File: config.mk
export PLATFORM = sky130hd
export DESIGN_NAME = bps_ram
export DESIGN_NICKNAME = d
export VERILOG_FILES = /design/src/design/bps_ram.sv
export SDC_FILE = /design/constraint.sdc
export NUM_CORES = 2
export LEC_CHECK = 0
export ABC_AREA = 1
export BUFFER_PORTS_ARGS = -buffer_cell sky130_fd_sc_hd__buf_2
export CELL_PAD_IN_SITES_DETAIL_PLACEMENT = 1
export CELL_PAD_IN_SITES_GLOBAL_PLACEMENT = 2
export CORE_MARGIN = 1.5
export CORE_UTILIZATION = 27
export CTS_CLUSTER_SIZE = 24
export DETAILED_ROUTE_END_ITERATION = 10
export GPL_TIMING_DRIVEN = 0
export PLACE_DENSITY_LB_ADDON = 0.3
export SLEW_MARGIN = 0
export SYNTH_ARGS = -nofsm -noshare
export SYNTH_HDL_FRONTEND = slang
export SYNTH_SLANG_ARGS = --single-unit
File: constraint.sdc
create_clock -name clk -period 3 [get_ports clk]
set_input_delay 0.45 -clock clk [delete_from_list [all_inputs] [get_ports clk]]
set_output_delay 0.45 -clock clk [all_outputs]
set_load 0.1 [all_outputs]
File: src/design/bps_ram.sv
// Generic single-port-write, single-port-read RAM with a registered read.
// No dependencies.
module bps_ram #(
  parameter int WIDTH = 8,
  parameter int DEPTH = 256
) (
  input  logic                                  clk,
  input  logic                                  we,
  input  logic [((DEPTH > 1) ? $clog2(DEPTH) : 1)-1:0] waddr,
  input  logic [WIDTH-1:0]                      wdata,
  input  logic                                  re,
  input  logic [((DEPTH > 1) ? $clog2(DEPTH) : 1)-1:0] raddr,
  output logic [WIDTH-1:0]                      rdata
);

  logic [WIDTH-1:0] mem [DEPTH];

  // Write port.
  always_ff @(posedge clk) begin
    if (we) begin
      mem[waddr] <= wdata;
    end
  end

  // Registered read port; the data holds while re is low.
  always_ff @(posedge clk) begin
    if (re) begin
      rdata <= mem[raddr];
    end
  end

endmodule

==> out/qor_table.md <==
| Stage | Metric | Reported |
|---|---|---|
| critical path | Endpoint of the worst register-to-register path | rdata[2] |
| sta | Ratio of final minimum period to clock period | 112% |
| status | Failing checks | capacitance limit, slew limit, setup timing |
| detailed routing | Vias post-DR | 61293 |
| sta | Setup repair after global routing missed its margin | false |
| critical path | Largest fanout of any net on the critical path | 10 |
| critical path | Worst Setup Path Type | in2reg |
| cts | Number of post-CTS setup repair buffers | 0 |
| floorplanning | Floorplan Core Area | 307000 µm² |
| min path | Hold Path Cell Cnt | 1 |
| critical path | Critical-path top delay cell | clkbuf_1 |
| cts | Clock buffer count from CTS | 230 |
| global routing | Grt met1 use | 32.4% |
| synth | Post-synthesis cell type with the largest combined area | edfxtp_1 |
| synth | Average footprint of a synthesized cell | 11.9 µm² |
| sta | Hold violation total from the final report | 0 |
| synth | Number of standard cells after synthesis | 7003 |
| synth | Post-synth top cells | 2123 x nand2_1, 2056 x edfxtp_1, 2019 x nand3_1 |
| global routing | Most utilized layer in the global route result | met2 |
| synth | Number of distinct standard cells referenced by the synthesized netlist | 13 |
| critical path | Reg2Reg Setup Slack | 0.12 ns |
| power and ir drop | Power density cells | 665 nW/µm² |
| power and ir drop | Post-route total power | 64.5 mW |
| min path | Min-delay src | wdata[2] |
| sta | Relative slew slack | -2.70% |
| critical path | Worst endpoint required time | 3.70 ns |
| layout | Syn-to-layout area delta | 16.2% |
| sta | Actual transition at the worst max-transition pin | 1.54 ns |
| layout | Nets | 7321 |
| cts | Worst skew pair latency | 0.95 ns |
| floorplanning | Count of pins on the block boundary | 35 |
| detailed routing | Number of remaining DRC errors | 0 |
| place | Port-buffer cells | 27 |
| cts | CTS tree | done |
| synth | Yosys top cell area share | 74.0% |
| detailed routing | Final WL | 404 mm |
| critical path | Cell chain of the critical path | clkbuf_1 > inv_1 > clkbuf_1 > nand3_1 > nand3_1 > nand2_1 > nand2_1 > nand2_1 |
| power and ir drop | Combinational share of power | 8.0% |
| floorplanning | Die extent in y | 559 µm |
| sta | Final Skew | 0.0320 ns |
| detailed routing | Number of vias per cell | 5.28 |
| synth | Most used DFF post-synth | edfxtp_1 |
| floorplanning | Standard-cell rows | 203 |
| critical path | Kind of launch point of the worst setup path | input pin |
| global routing | Maximum number of pins on one net before global-route repair | 135 |
| sta | Worst Slack Setup Final | -0.368 ns |
| cts | Clock sinks | 2056 |
| global routing | Antenna violations before repair | 42 |
| synth | Number of warnings issued by yosys | 0 |
| sta | Fin. max-slew vios | 12 |
| cts | Longest Clk Path Bufs | 4 |
| global routing | Met2 layer usage reported by global route | 39.5% |
| power and ir drop | Internal power consumption | 47.8 mW |
| power and ir drop | Power share of the clock group | 42.8% |
| floorplanning | Die width | 559 µm |
| floorplanning | Die area | 313000 µm² |
| flow run | Maximum Capacitance Violations | 2 |
| detailed routing | First drt pass iteration count | 6 |
| power and ir drop | Share of total power in sequential cells | 49.2% |
| floorplanning | Initial core utilization | 27.2% |
| detailed routing | Number of violations reported at the end of detailed-routing iteration 0 | 7422 |
| sta | Minimum period implied by the final worst setup slack | 3.37 ns |
| synth | Leading cell type by number of instances after synthesis | nand2_1 |
| place | Detail Placement HPWL | 280 mm |
| power and ir drop | Sw Share | 25.8% |
| min path | Path type of the worst min-delay path | in2reg |
| status | Run status | finished, violations left |
| critical path | Data arrival at the endpoint of the critical path | 4.07 ns |
| global routing | Wire length of the first global-routing pass | 536 mm |
| synth | Post-Synthesis Net Count | 7030 |
| synth | Post-synthesis async set-or-reset flop share | 0% |
| global routing | Vias in the first global route | 60359 |
| detailed routing | Number of antenna-violating nets in the routed design | 0 |
| synth | Number of flops mapped to enable cells by yosys | 2056 |
| power and ir drop | Leakage power | 33.3 nW |
| critical path | Worst r2r src | mem[199][2] |
| critical path | Top cell by count, worst path | nand2_1 |
| critical path | Delay of the slowest cell on the worst path | 0.87 ns |
| place | Final weighted congestion in routability-driven placement | 0.967 |
| power and ir drop | Net load switching power | 16.6 mW |
| synth | Yosys reg bits | 2056 |
| global routing | Global router's overall resource usage | 25.2% |
| cts | Number of H-tree levels | 4 |
| cts | Clock input transition at the sequential cells of the worst setup and hold paths | 0.06 ns |
| layout | Fraction of layout cells with a size suffix above 1 | 10.6% |
| power and ir drop | Maximum vdd ir drop | 0.510 mV |
| detailed routing | Avg WL per Cell | 34.8 µm |
| cts | Root buf cell | clkbuf_16 |
| global routing | Met3 track demand over resource | 6.17% |
| critical path | Sort of element at the end of the critical path | register |
| sta | Final number of setup-violating endpoints | 8 |
| layout | Final core utilization | 31.6% |
| synth | Top area cells in the synthesized netlist | edfxtp_1 74%, nand3_1 12%, nand2_1 9.5%, buf_2 1.6%, nor2_1 1.3% |
| min path | Worst Hold Endpoint | mem[109][2] |
| synth | Netlist area before placement | 83500 µm² |
| critical path | Number of cells on the worst reg-to-reg path | 10 |
| synth | Register area share after synthesis | 74.0% |
| global routing | Leftover overflow at the end of global routing | 0 |
| sta | Achievable clock frequency | 297 MHz |
-- per-layer routing --
layer	share of wire (%)	routed length, µm
met1	40	164000
met2	45	182000
met3	8.8	35800
met4	5.6	22400
met5	0.048	195
-- per-stage QoR --
step / instances / setup TNS (ns) / worst slack (ns) / hold slack (ns) / area [µm²]
after floorplan: 7003 / 0 / 1.06 / 0.549 / 83500
after global placement: 11130 / -5917.37 / -2.93 / 0.774 / 88700
after detailed placement: 11157 / -450.50 / -1.80 / 0.797 / 89600
after CTS: 11585 / 0 / 0.000997 / 0.0233 / 96900
after global routing: 11590 / 0 / 0.00563 / 0.0339 / 96900
final: 11607 / -1.58 / -0.368 / 0.0340 / 97000
-- registers in the layout, indices dropped and copies added, names as in the netlist --
register,cells
rdata,8
mem,2048
-- what timing repair did --
item	4_1_cts	5_1_grt
endpoints found under the hold margin	41	0
gates resized for setup	54	20
hold buffers	4	0
endpoints found under the setup margin	8	6
-- layout make-up --
class,instances,area (µm²)
Antenna cell,21,52.6
Buffer,483,2650
Clock buffer,280,6010
Clock inverter,144,1090
Fill cell,33688,210000
Inverter,39,149
Multi-Input combinational cell,4425,19200
Sequential cell,2056,61700
Tap cell,4100,5130
Timing Repair Buffer,59,958
-- cell families after synthesis --
| group | count (synthesis) | share of synthesized area [%] |
|---|---|---|
| buf+inv | 522 | 3.12 |
| simple gates | 4425 | 22.9 |
| flops | 2056 | 74.0 |
-- cell usage in the layout, fill, tap and decap left out, drive strengths merged --
master	instances
nand2	2123
clkinv	119
inv	44
buf	409
bufinv	11
dlygate4sd3	4
clkinvlp	9
nand3	2019
clkdlybuf4s15	9
clkbuf	400
diode	21
nor2	283
edfxtp	2056
-- worst max-delay path by stage --
stage	start	end	depth (start not counted)
after floorplan	we	mem[162][0]	4
after global placement	wdata[3]	mem[180][3]	1
after detailed placement	raddr[3]	rdata[2]	10
after CTS	raddr[1]	rdata[2]	13
after global routing	raddr[1]	rdata[2]	12
final	raddr[5]	rdata[2]	8
-- power by group through the flow --
stage	logic, mW	clock network [mW]	registers, mW
floorplan	1.95	0	32.4
global placement	4.86	0	32.4
global route	5.27	28.7	31.7
finish	5.15	27.6	31.7
detailed placement	5.00	0	32.3
CTS	5.03	27.8	31.7
-- critical path: cells and delay by family --
family	cells	cell delay [ns]
buf+inv	3	2.10
simple gates	5	1.49
No activity file was read; power rests on OpenSTA's default activity.
